--- config.mk ---
export PLATFORM = sky130hd
export DESIGN_NAME = compass_heading_min_max_calibration_top
export DESIGN_NICKNAME = d
export VERILOG_FILES = /design/src/design/chmmc_pkg.sv /design/src/design/compass_heading_min_max_calibration_top.sv /design/src/design/chmmc_ctrl.sv /design/src/design/chmmc_dp.sv
export SDC_FILE = /design/constraint.sdc
export NUM_CORES = 2
export LEC_CHECK = 0
export BUFFER_PORTS_ARGS = -buffer_cell sky130_fd_sc_hd__buf_4
export CORE_MARGIN = 10
export CORE_UTILIZATION = 55
export CTS_CLUSTER_DIAMETER = 60
export DETAILED_ROUTE_END_ITERATION = 8
export PLACE_DENSITY = 0.73
export REMOVE_ABC_BUFFERS = 1
export SLEW_MARGIN = 10
export SYNTH_ARGS = -nofsm -noshare
export SYNTH_HDL_FRONTEND = slang
export SYNTH_HIERARCHICAL = 1
export SYNTH_SLANG_ARGS = --single-unit
--- constraint.sdc ---
create_clock -name clk -period 18.9 [get_ports clk]
set_input_delay 2.835 -clock clk [delete_from_list [all_inputs] [get_ports clk]]
set_output_delay 2.835 -clock clk [all_outputs]
set_load 0.01 [all_outputs]
--- src/design/chmmc_pkg.sv ---
package chmmc_pkg;

  localparam int CORDIC_STEPS    = 16;
  localparam int ANGLE_FRAC_BITS = 7;
  localparam int ACC_FRAC        = 20;
  localparam int TAB_LEN         = 24;
  localparam int DIV_STEPS       = 32;
  localparam int CNT_W           = $clog2(DIV_STEPS);
  localparam int XY_W            = 36;
  localparam int Z_W             = 30;
  localparam int ROUND_SH        = ACC_FRAC - ANGLE_FRAC_BITS;
  localparam int ANGLE_LIM       = 180 * (1 << ANGLE_FRAC_BITS);
  localparam logic signed [Z_W-1:0] QUARTER_TURN = Z_W'(94371840);

  typedef enum logic [1:0] {
    REQ_SAMPLE = 2'd0,
    REQ_LOAD   = 2'd1,
    REQ_SEED   = 2'd2,
    REQ_NONE   = 2'd3
  } req_t;

  typedef enum logic [2:0] {
    REG_CAL_MODE = 3'd0,
    REG_MIN_X    = 3'd1,
    REG_MAX_X    = 3'd2,
    REG_MIN_Y    = 3'd3,
    REG_MAX_Y    = 3'd4,
    REG_MIN_Z    = 3'd5,
    REG_MAX_Z    = 3'd6,
    REG_UNUSED   = 3'd7
  } reg_idx_t;

  typedef enum logic [1:0] {
    SEL_HEAD  = 2'd0,
    SEL_ROLL  = 2'd1,
    SEL_PITCH = 2'd2,
    SEL_NONE  = 2'd3
  } sel_t;

  typedef struct packed {
    logic [1:0]         req_type;
    logic signed [15:0] mag_x;
    logic signed [15:0] mag_y;
    logic signed [15:0] mag_z;
    logic signed [15:0] accel_x;
    logic signed [15:0] accel_y;
    logic signed [15:0] accel_z;
  } in_item_t;

  typedef struct packed {
    logic signed [15:0] heading;
    logic signed [15:0] roll_angle;
    logic signed [15:0] pitch_angle;
    logic               range_error;
    logic signed [15:0] low_x;
    logic signed [15:0] high_x;
    logic signed [15:0] low_y;
    logic signed [15:0] high_y;
    logic signed [15:0] low_z;
    logic signed [15:0] high_z;
  } out_item_t;

  typedef struct packed {
    logic             capture;
    logic             div_init;
    logic             div_step;
    logic             cord_init;
    logic             cord_step;
    logic             cord_save;
    logic             commit;
    sel_t             sel;
    logic [CNT_W-1:0] idx;
  } cmd_t;

  typedef struct packed {
    logic [1:0] req;
  } stat_t;

  // arctangent of 2^-i in degrees times 2^20
  function automatic logic signed [Z_W-1:0] atan_tab(input logic [CNT_W-1:0] i);
    logic signed [Z_W-1:0] v;
    case (i)
      5'd0:  v = Z_W'(47185920);
      5'd1:  v = Z_W'(27855475);
      5'd2:  v = Z_W'(14718068);
      5'd3:  v = Z_W'(7471121);
      5'd4:  v = Z_W'(3750058);
      5'd5:  v = Z_W'(1876857);
      5'd6:  v = Z_W'(938658);
      5'd7:  v = Z_W'(469357);
      5'd8:  v = Z_W'(234682);
      5'd9:  v = Z_W'(117342);
      5'd10: v = Z_W'(58671);
      5'd11: v = Z_W'(29335);
      5'd12: v = Z_W'(14668);
      5'd13: v = Z_W'(7334);
      5'd14: v = Z_W'(3667);
      5'd15: v = Z_W'(1833);
      5'd16: v = Z_W'(917);
      5'd17: v = Z_W'(458);
      5'd18: v = Z_W'(229);
      5'd19: v = Z_W'(115);
      5'd20: v = Z_W'(57);
      5'd21: v = Z_W'(29);
      5'd22: v = Z_W'(14);
      5'd23: v = Z_W'(7);
      default: v = '0;
    endcase
    return v;
  endfunction

endpackage

--- src/design/compass_heading_min_max_calibration_top.sv ---
// compass heading with min/max hard-iron calibration
// input channel: in_valid/in_stall carry one request transaction (sample,
//   load limits from config, seed limits from sample)
// result channel: out_valid/out_stall carry exactly one result per request
// config port: cfg_we/cfg_idx/cfg_data write cal_mode and the six saved
//   limits, only while the block is idle (a user rule, not enforced)
// a sample or seed runs, from the accepting edge: one prep, the radix-2
//   divider (x and y lanes in parallel), then three passes of one shared
//   cordic unit (init, 16 iterations, save each), and one commit step,
//   held while an earlier result is still stalled, that raises out_valid
// load and idle requests go through prep and commit only
// one request at a time: the next is taken the cycle after the
//   result is written to the output register
// a finished result waits in the output register while the next request
//   is already being worked; a second result waits in the commit state
//   until the first is taken
// reset (rst_n low, synchronous) clears limits, saved registers, cal_mode
//   and all handshake state
module compass_heading_min_max_calibration_top (
  input  logic                 clk,
  input  logic                 rst_n,
  input  logic                 in_valid,
  output logic                 in_stall,
  input  chmmc_pkg::in_item_t  in_data,
  output logic                 out_valid,
  input  logic                 out_stall,
  output chmmc_pkg::out_item_t out_data,
  input  logic                 cfg_we,
  input  logic [2:0]           cfg_idx,
  input  logic [15:0]          cfg_data
);
  import chmmc_pkg::*;

  // command and status between sequencer and datapath
  cmd_t  cmd;
  stat_t stat;

  chmmc_ctrl u_ctrl (
    .clk       (clk),
    .rst_n     (rst_n),
    .in_valid  (in_valid),
    .in_stall  (in_stall),
    .out_valid (out_valid),
    .out_stall (out_stall),
    .stat      (stat),
    .cmd       (cmd)
  );

  chmmc_dp u_dp (
    .clk      (clk),
    .rst_n    (rst_n),
    .cfg_we   (cfg_we),
    .cfg_idx  (cfg_idx),
    .cfg_data (cfg_data),
    .in_data  (in_data),
    .cmd      (cmd),
    .stat     (stat),
    .out_data (out_data)
  );

endmodule

--- src/design/chmmc_ctrl.sv ---
module chmmc_ctrl (
  input  logic            clk,
  input  logic            rst_n,
  input  logic            in_valid,
  output logic            in_stall,
  output logic            out_valid,
  input  logic            out_stall,
  input  chmmc_pkg::stat_t stat,
  output chmmc_pkg::cmd_t  cmd
);
  import chmmc_pkg::*;

  typedef enum logic [6:0] {
    ST_IDLE  = 7'b0000001,
    ST_PREP  = 7'b0000010,
    ST_DIV   = 7'b0000100,
    ST_CINIT = 7'b0001000,
    ST_CSTEP = 7'b0010000,
    ST_CSAVE = 7'b0100000,
    ST_FIN   = 7'b1000000
  } state_t;

  state_t           state_r, state_nxt;
  logic [CNT_W-1:0] cnt_r, cnt_nxt;
  sel_t             sel_r, sel_nxt;
  logic             out_valid_r, out_valid_nxt;
  logic             in_acc;

  assign in_stall  = (state_r != ST_IDLE);
  assign out_valid = out_valid_r;
  assign in_acc    = in_valid && !in_stall;

  always_comb begin
    state_nxt     = state_r;
    cnt_nxt       = cnt_r;
    sel_nxt       = sel_r;
    out_valid_nxt = out_valid_r && out_stall;
    cmd           = '0;
    cmd.sel       = sel_r;
    cmd.idx       = cnt_r;
    case (state_r)
      ST_IDLE: begin
        if (in_acc) begin
          cmd.capture = 1'b1;
          state_nxt   = ST_PREP;
        end
      end
      ST_PREP: begin
        if (stat.req == REQ_SAMPLE || stat.req == REQ_SEED) begin
          cmd.div_init = 1'b1;
          cnt_nxt      = '0;
          state_nxt    = ST_DIV;
        end else begin
          state_nxt = ST_FIN;
        end
      end
      ST_DIV: begin
        cmd.div_step = 1'b1;
        cnt_nxt      = cnt_r + 1'b1;
        if (cnt_r == CNT_W'(DIV_STEPS - 1)) begin
          sel_nxt   = SEL_HEAD;
          state_nxt = ST_CINIT;
        end
      end
      ST_CINIT: begin
        cmd.cord_init = 1'b1;
        cnt_nxt       = '0;
        state_nxt     = ST_CSTEP;
      end
      ST_CSTEP: begin
        cmd.cord_step = 1'b1;
        cnt_nxt       = cnt_r + 1'b1;
        if (cnt_r == CNT_W'(CORDIC_STEPS - 1)) state_nxt = ST_CSAVE;
      end
      ST_CSAVE: begin
        cmd.cord_save = 1'b1;
        case (sel_r)
          SEL_HEAD: begin
            sel_nxt   = SEL_ROLL;
            state_nxt = ST_CINIT;
          end
          SEL_ROLL: begin
            sel_nxt   = SEL_PITCH;
            state_nxt = ST_CINIT;
          end
          default: state_nxt = ST_FIN;
        endcase
      end
      ST_FIN: begin
        if (!out_valid_r || !out_stall) begin
          cmd.commit    = 1'b1;
          out_valid_nxt = 1'b1;
          state_nxt     = ST_IDLE;
        end
      end
      default: state_nxt = ST_IDLE;
    endcase
  end

  always_ff @(posedge clk) begin
    if (!rst_n) begin
      state_r     <= ST_IDLE;
      cnt_r       <= '0;
      sel_r       <= SEL_HEAD;
      out_valid_r <= 1'b0;
    end else begin
      state_r     <= state_nxt;
      cnt_r       <= cnt_nxt;
      sel_r       <= sel_nxt;
      out_valid_r <= out_valid_nxt;
    end
  end

  a_acc_busy: assert property (@(posedge clk) disable iff (!rst_n)
    in_acc |=> state_r == ST_PREP) else $error("accepted input did not start work");
  a_commit_valid: assert property (@(posedge clk) disable iff (!rst_n)
    cmd.commit |=> out_valid_r) else $error("commit did not raise out_valid");
  a_valid_src: assert property (@(posedge clk) disable iff (!rst_n)
    $rose(out_valid_r) |-> $past(state_r == ST_FIN)) else $error("result outside finish");

endmodule

--- src/design/chmmc_dp.sv ---
module chmmc_dp (
  input  logic                clk,
  input  logic                rst_n,
  input  logic                cfg_we,
  input  logic [2:0]          cfg_idx,
  input  logic [15:0]         cfg_data,
  input  chmmc_pkg::in_item_t in_data,
  input  chmmc_pkg::cmd_t     cmd,
  output chmmc_pkg::stat_t    stat,
  output chmmc_pkg::out_item_t out_data
);
  import chmmc_pkg::*;

  in_item_t           in_r;
  logic               cal_mode_r;
  logic signed [15:0] saved_r [6];
  logic signed [15:0] lo_r [3];
  logic signed [15:0] hi_r [3];
  logic signed [15:0] lo_nxt [3];
  logic signed [15:0] hi_nxt [3];
  logic signed [15:0] mag [3];

  // divider lanes for x and y
  logic [17:0] remx_r, remy_r;
  logic [31:0] quox_r, quoy_r;
  logic [16:0] denx_r, deny_r;
  logic        negx_r, negy_r;

  logic signed [XY_W-1:0] cx_r, cy_r;
  logic signed [Z_W-1:0]  cz_r;
  logic                   czero_r;
  logic signed [15:0]     head_r, roll_r, pitch_r;
  out_item_t              out_r;

  logic                   range_err;
  logic signed [XY_W-1:0] xi, yi, qx_s, qy_s;
  logic signed [Z_W-1:0]  zr, zsh;
  logic signed [15:0]     ang;
  logic                   is_samp;

  assign stat.req = in_r.req_type;
  assign out_data = out_r;
  assign mag[0]   = in_r.mag_x;
  assign mag[1]   = in_r.mag_y;
  assign mag[2]   = in_r.mag_z;
  assign is_samp  = (in_r.req_type == REQ_SAMPLE) || (in_r.req_type == REQ_SEED);
  assign range_err = (hi_r[0] == lo_r[0]) || (hi_r[1] == lo_r[1]);

  function automatic logic [49:0] div_it(input logic [17:0] rem, input logic [31:0] quo,
                                         input logic [16:0] den);
    logic [17:0] rs;
    logic [31:0] qs;
    rs = {rem[16:0], quo[31]};
    qs = {quo[30:0], 1'b0};
    if (rs >= {1'b0, den}) begin
      rs    = rs - {1'b0, den};
      qs[0] = 1'b1;
    end
    return {rs, qs};
  endfunction

  // twice the centred reading times 2^14 and the limit range, as magnitudes and sign
  function automatic logic [49:0] div_prep(input logic signed [15:0] m,
                                           input logic signed [15:0] lo,
                                           input logic signed [15:0] hi);
    logic signed [17:0] n;
    logic signed [31:0] num;
    logic signed [16:0] r;
    logic [31:0]        nm;
    logic [16:0]        rm;
    n   = {m[15], m, 1'b0} - (18'(hi) + 18'(lo));
    num = {n[17:0], 14'b0};
    r   = 17'(hi) - 17'(lo);
    nm  = num[31] ? 32'(-num) : 32'(num);
    rm  = r[16] ? 17'(-r) : 17'(r);
    return {num[31] ^ r[16], nm, rm};
  endfunction

  always_comb begin
    qx_s = negx_r ? -XY_W'({1'b0, quox_r}) : XY_W'({1'b0, quox_r});
    qy_s = negy_r ? -XY_W'({1'b0, quoy_r}) : XY_W'({1'b0, quoy_r});
    case (cmd.sel)
      SEL_HEAD: begin
        xi = qx_s;
        yi = qy_s;
      end
      SEL_ROLL: begin
        xi = {{(XY_W-30){in_r.accel_z[15]}}, in_r.accel_z, 14'b0};
        yi = {{(XY_W-30){in_r.accel_x[15]}}, in_r.accel_x, 14'b0};
      end
      default: begin
        xi = {{(XY_W-30){in_r.accel_z[15]}}, in_r.accel_z, 14'b0};
        yi = {{(XY_W-30){in_r.accel_y[15]}}, in_r.accel_y, 14'b0};
      end
    endcase
    zr  = cz_r + Z_W'(1 << (ROUND_SH - 1));
    zsh = zr >>> ROUND_SH;
    if (czero_r)                        ang = '0;
    else if (zsh > Z_W'(ANGLE_LIM))     ang = 16'(ANGLE_LIM);
    else if (zsh < -Z_W'(ANGLE_LIM))    ang = -16'(ANGLE_LIM);
    else                                ang = zsh[15:0];
  end

  always_comb begin
    for (int i = 0; i < 3; i++) begin
      lo_nxt[i] = lo_r[i];
      hi_nxt[i] = hi_r[i];
      if (is_samp && cal_mode_r) begin
        if (lo_r[i] > mag[i]) lo_nxt[i] = mag[i];
        if (hi_r[i] < mag[i]) hi_nxt[i] = mag[i];
      end
      if (in_r.req_type == REQ_SEED) begin
        lo_nxt[i] = mag[i];
        hi_nxt[i] = mag[i];
      end
      if (in_r.req_type == REQ_LOAD) begin
        lo_nxt[i] = saved_r[2*i];
        hi_nxt[i] = saved_r[2*i+1];
      end
    end
  end

  always_ff @(posedge clk) begin
    if (!rst_n) begin
      cal_mode_r <= 1'b0;
      for (int i = 0; i < 6; i++) saved_r[i] <= '0;
      for (int i = 0; i < 3; i++) begin
        lo_r[i] <= '0;
        hi_r[i] <= '0;
      end
    end else begin
      if (cfg_we) begin
        case (reg_idx_t'(cfg_idx))
          REG_CAL_MODE: cal_mode_r <= cfg_data[0];
          REG_MIN_X:    saved_r[0] <= cfg_data;
          REG_MAX_X:    saved_r[1] <= cfg_data;
          REG_MIN_Y:    saved_r[2] <= cfg_data;
          REG_MAX_Y:    saved_r[3] <= cfg_data;
          REG_MIN_Z:    saved_r[4] <= cfg_data;
          REG_MAX_Z:    saved_r[5] <= cfg_data;
          default: ;
        endcase
      end
      if (cmd.commit) begin
        for (int i = 0; i < 3; i++) begin
          lo_r[i] <= lo_nxt[i];
          hi_r[i] <= hi_nxt[i];
        end
      end
    end
  end

  always_ff @(posedge clk) begin
    if (cmd.capture) in_r <= in_data;
    if (cmd.div_init) begin
      {negx_r, quox_r, denx_r} <= div_prep(in_r.mag_x, lo_r[0], hi_r[0]);
      {negy_r, quoy_r, deny_r} <= div_prep(in_r.mag_y, lo_r[1], hi_r[1]);
      remx_r <= '0;
      remy_r <= '0;
    end
    if (cmd.div_step) begin
      {remx_r, quox_r} <= div_it(remx_r, quox_r, denx_r);
      {remy_r, quoy_r} <= div_it(remy_r, quoy_r, deny_r);
    end
    if (cmd.cord_init) begin
      czero_r <= (xi == '0) && (yi == '0);
      if (xi < 0) begin
        if (yi >= 0) begin
          cx_r <= yi;
          cy_r <= -xi;
          cz_r <= QUARTER_TURN;
        end else begin
          cx_r <= -yi;
          cy_r <= xi;
          cz_r <= -QUARTER_TURN;
        end
      end else begin
        cx_r <= xi;
        cy_r <= yi;
        cz_r <= '0;
      end
    end
    if (cmd.cord_step) begin
      if (cy_r > 0) begin
        cx_r <= cx_r + (cy_r >>> cmd.idx);
        cy_r <= cy_r - (cx_r >>> cmd.idx);
        cz_r <= cz_r + atan_tab(cmd.idx);
      end else begin
        cx_r <= cx_r - (cy_r >>> cmd.idx);
        cy_r <= cy_r + (cx_r >>> cmd.idx);
        cz_r <= cz_r - atan_tab(cmd.idx);
      end
    end
    if (cmd.cord_save) begin
      case (cmd.sel)
        SEL_HEAD: head_r  <= ang;
        SEL_ROLL: roll_r  <= ang;
        default:  pitch_r <= ang;
      endcase
    end
    if (cmd.commit) begin
      out_r.heading     <= (is_samp && !range_err) ? head_r : '0;
      out_r.roll_angle  <= is_samp ? roll_r : '0;
      out_r.pitch_angle <= is_samp ? pitch_r : '0;
      out_r.range_error <= is_samp && range_err;
      out_r.low_x       <= lo_nxt[0];
      out_r.high_x      <= hi_nxt[0];
      out_r.low_y       <= lo_nxt[1];
      out_r.high_y      <= hi_nxt[1];
      out_r.low_z       <= lo_nxt[2];
      out_r.high_z      <= hi_nxt[2];
    end
  end

endmodule
==> metrics <==
status=completed; final period utilization=between 40% and 50%; Setup Skew=between 0.02 and 0.03 ns; register area=22,000 µm²; Vias=between 40,000 and 50,000; Die H=~340 µm; Setup crit end kind=register; Max Slew Vio Count=0; Cells after DPL=between 7,000 and 8,000; Slew headroom=between 10% and 20%; CP startpoint kind=register; Total GRT Usage=a little under a third; delay-heaviest family, CP=compound AO/OA/AOI/OAI gates; Initial Util=55.6%; worst endpoint data arrival time=8.74 ns; initial DRC count=5,115; CP Depth=22; hold depth=1; worst r2r dst=u_dp/cy_r[31]; fillcell total=8,332; Hold Path Sink=u_dp/out_data[133]; postcts setup bufs=0; vias in the first global route=between 40,000 and 50,000; warnings from Yosys=6; layout cells sized above 1=about an eighth; placed inst area=~60,000 µm²; CP Max Fanout=between 60 and 70; commonest non-fill, non-tap cell in the layout=edfxtp_1; Mapped Area=around 56,000 µm²; syn_area_per_cell=9.86 µm²; pwr dens=a little under 70 nW/µm²; Final min period=approximately 8.2 ns; fmax=about 0.12 GHz; Hold Path Class=reg -> reg; first-pass GRT wire length=272,000 µm; clock buffer depth=3; area of the core=101,000 µm²; # clock sinks=~740; Slowest cell on crit path=buf_4; CTS clock-pin slew for the worst setup and hold paths=about 0.06 ns; hold path startpoint=u_dp/head_r[4]; Multi-input gate area=31,900 µm²; DRT antenna net count=0; root buf cell=clkbuf_16; port buffer count=between 200 and 300; post-place setup slack=10.79 ns; P&R area growth vs syn=10.9%; final non-filler cell area=between 60,000 and 70,000 µm²; total clock buffers created by CTS=85; Fin. Hold Viols=0; crit-path cells=buf_4, buf_4, mux4_2, mux2_2, a222oi_1, o211a_1, ha_1, nand3_1, or2_2, nand2_1, xnor2_1, ha_1, and2_1, a221oi_1, o311ai_0, a221oi_1, o21ai_0, o31ai_1, o21ai_0, a2111oi_0, a31oi_1, o211ai_1; worst-margin pin slew=around 1.3 ns; setup_tns=0 ns; worst reg-to-reg path cell count=22; max incr delay on CP=a little under 0.9 ns; total I/O pin count=roughly 270; DR WL/cell=roughly 25 µm; Lkg Pwr=24.0 nW; CTS tree=built; Rows=between 100 and 150; average vias per placed instance=roughly 6.5; peak supply drop=~0.00011 V; WP data required=19.41 ns; Die Area=115,000 µm²; clock insertion delay at the later pin of the skew report=roughly 0.67 ns; Worst R2R Setup Slack=~11 ns; RSZ-0062 raised after global routing=false; Post-CTS Hold Buffers=0; fin cells=7,245; # resized after CTS=0; H-tree Lvls=3; largest net degree at the start of global routing=between 150 and 200; Die W=339 µm; Post-DP HPWL=around 140,000 µm; WP buf/inv=2; post-layout worst setup margin=between 10 and 15 ns; crit path kind=reg -> reg; drt total wl=around 180,000 µm; Max Cap Violations=0; commonest non-fill, non-tap cells in the layout=edfxtp_1 (720), nor2_1 (500), a21oi_1 (406); RePlAce Congestion=between 1 and 1.5; Post-layout nets=6,324; antenna violations before repair=11; DRC viols=0; Cells after Synth=approximately 5,700; count of final setup violators=0; GRT Residual Overflow=0; drt pass-1 iters=6; worst r2r src=u_ctrl/cnt_r[0]
## stage by stage
| step | utilization, % | hold WS, ns | power, mW |
|---|---|---|---|
| final | 61.7 | 0.514 | 4.32 |
| after floorplan | - | 0.492 | 2.43 |
| after global placement | 58.8 | 0.502 | 2.62 |
| after CTS | 61.7 | 0.516 | 4.33 |
| after global routing | 61.7 | 0.530 | 4.47 |
| after detailed placement | 58.8 | 0.502 | 2.64 |
## area by class of cell
type / count / share of cell area, %
clock inverter: 61 / 1.10
timing repair buffer: 340 / 4.13
antenna: 3 / 0.0121
tap: 1357 / 2.74
clock buffer: 92 / 3.50
inverter: 285 / 1.72
multi-input combinational: 4371 / 51.4
sequential: 736 / 35.4
## where the power goes
part	total (mW)	internal, mW	switching, mW
clock network	1.70	0.993	0.705
logic	0.708	0.283	0.425
registers	1.91	1.87	0.0403
total	4.32	3.14	1.17
## state kept, by name, indices dropped and copies added, names as in the netlist, 2 cells and up
signal,flops
u_dp/pitch_r,16
u_dp/cz_r,30
u_dp/hi_r,48
u_dp/lo_r,48
u_dp/remy_r,17
u_dp/roll_r,16
u_dp/quoy_r,32
u_dp/saved_r,96
u_ctrl/sel_r,2
u_dp/quox_r,32
u_ctrl/state_r,7
u_dp/head_r,16
u_dp/remx_r,17
u_ctrl/cnt_r,5
u_dp/in_r,96
u_dp/stat,2
u_dp/deny_r,17
u_dp/cx_r,36
u_dp/out_data,145
u_dp/denx_r,17
u_dp/cy_r,36
## layer usage
layer / track usage, % / routed length [µm] / vias to the layer above
met5: 0 / 22 / -
met2: 49.0 / 84300 / 2231
met1: 38.7 / 71900 / 22719
met4: 13.6 / 8540 / 4
li1: - / - / 21565
met3: 5.92 / 16100 / 431
## worst max-delay path by stage
stage	end	startpoint	slack (ns)
3_5_place_dp	u_dp/cy_r[31]	u_ctrl/cnt_r[0]	10.79
3_3_place_gp	u_dp/cy_r[31]	u_ctrl/cnt_r[0]	10.99
6_report	u_dp/cy_r[31]	u_ctrl/cnt_r[0]	10.67
2_1_floorplan	u_dp/lo_r[0][1]	out_stall	3.70
4_1_cts	u_dp/cy_r[31]	u_ctrl/cnt_r[0]	10.75
5_1_grt	u_dp/cy_r[31]	u_ctrl/cnt_r[0]	10.14
No activity file was read; power rests on OpenSTA's default activity.
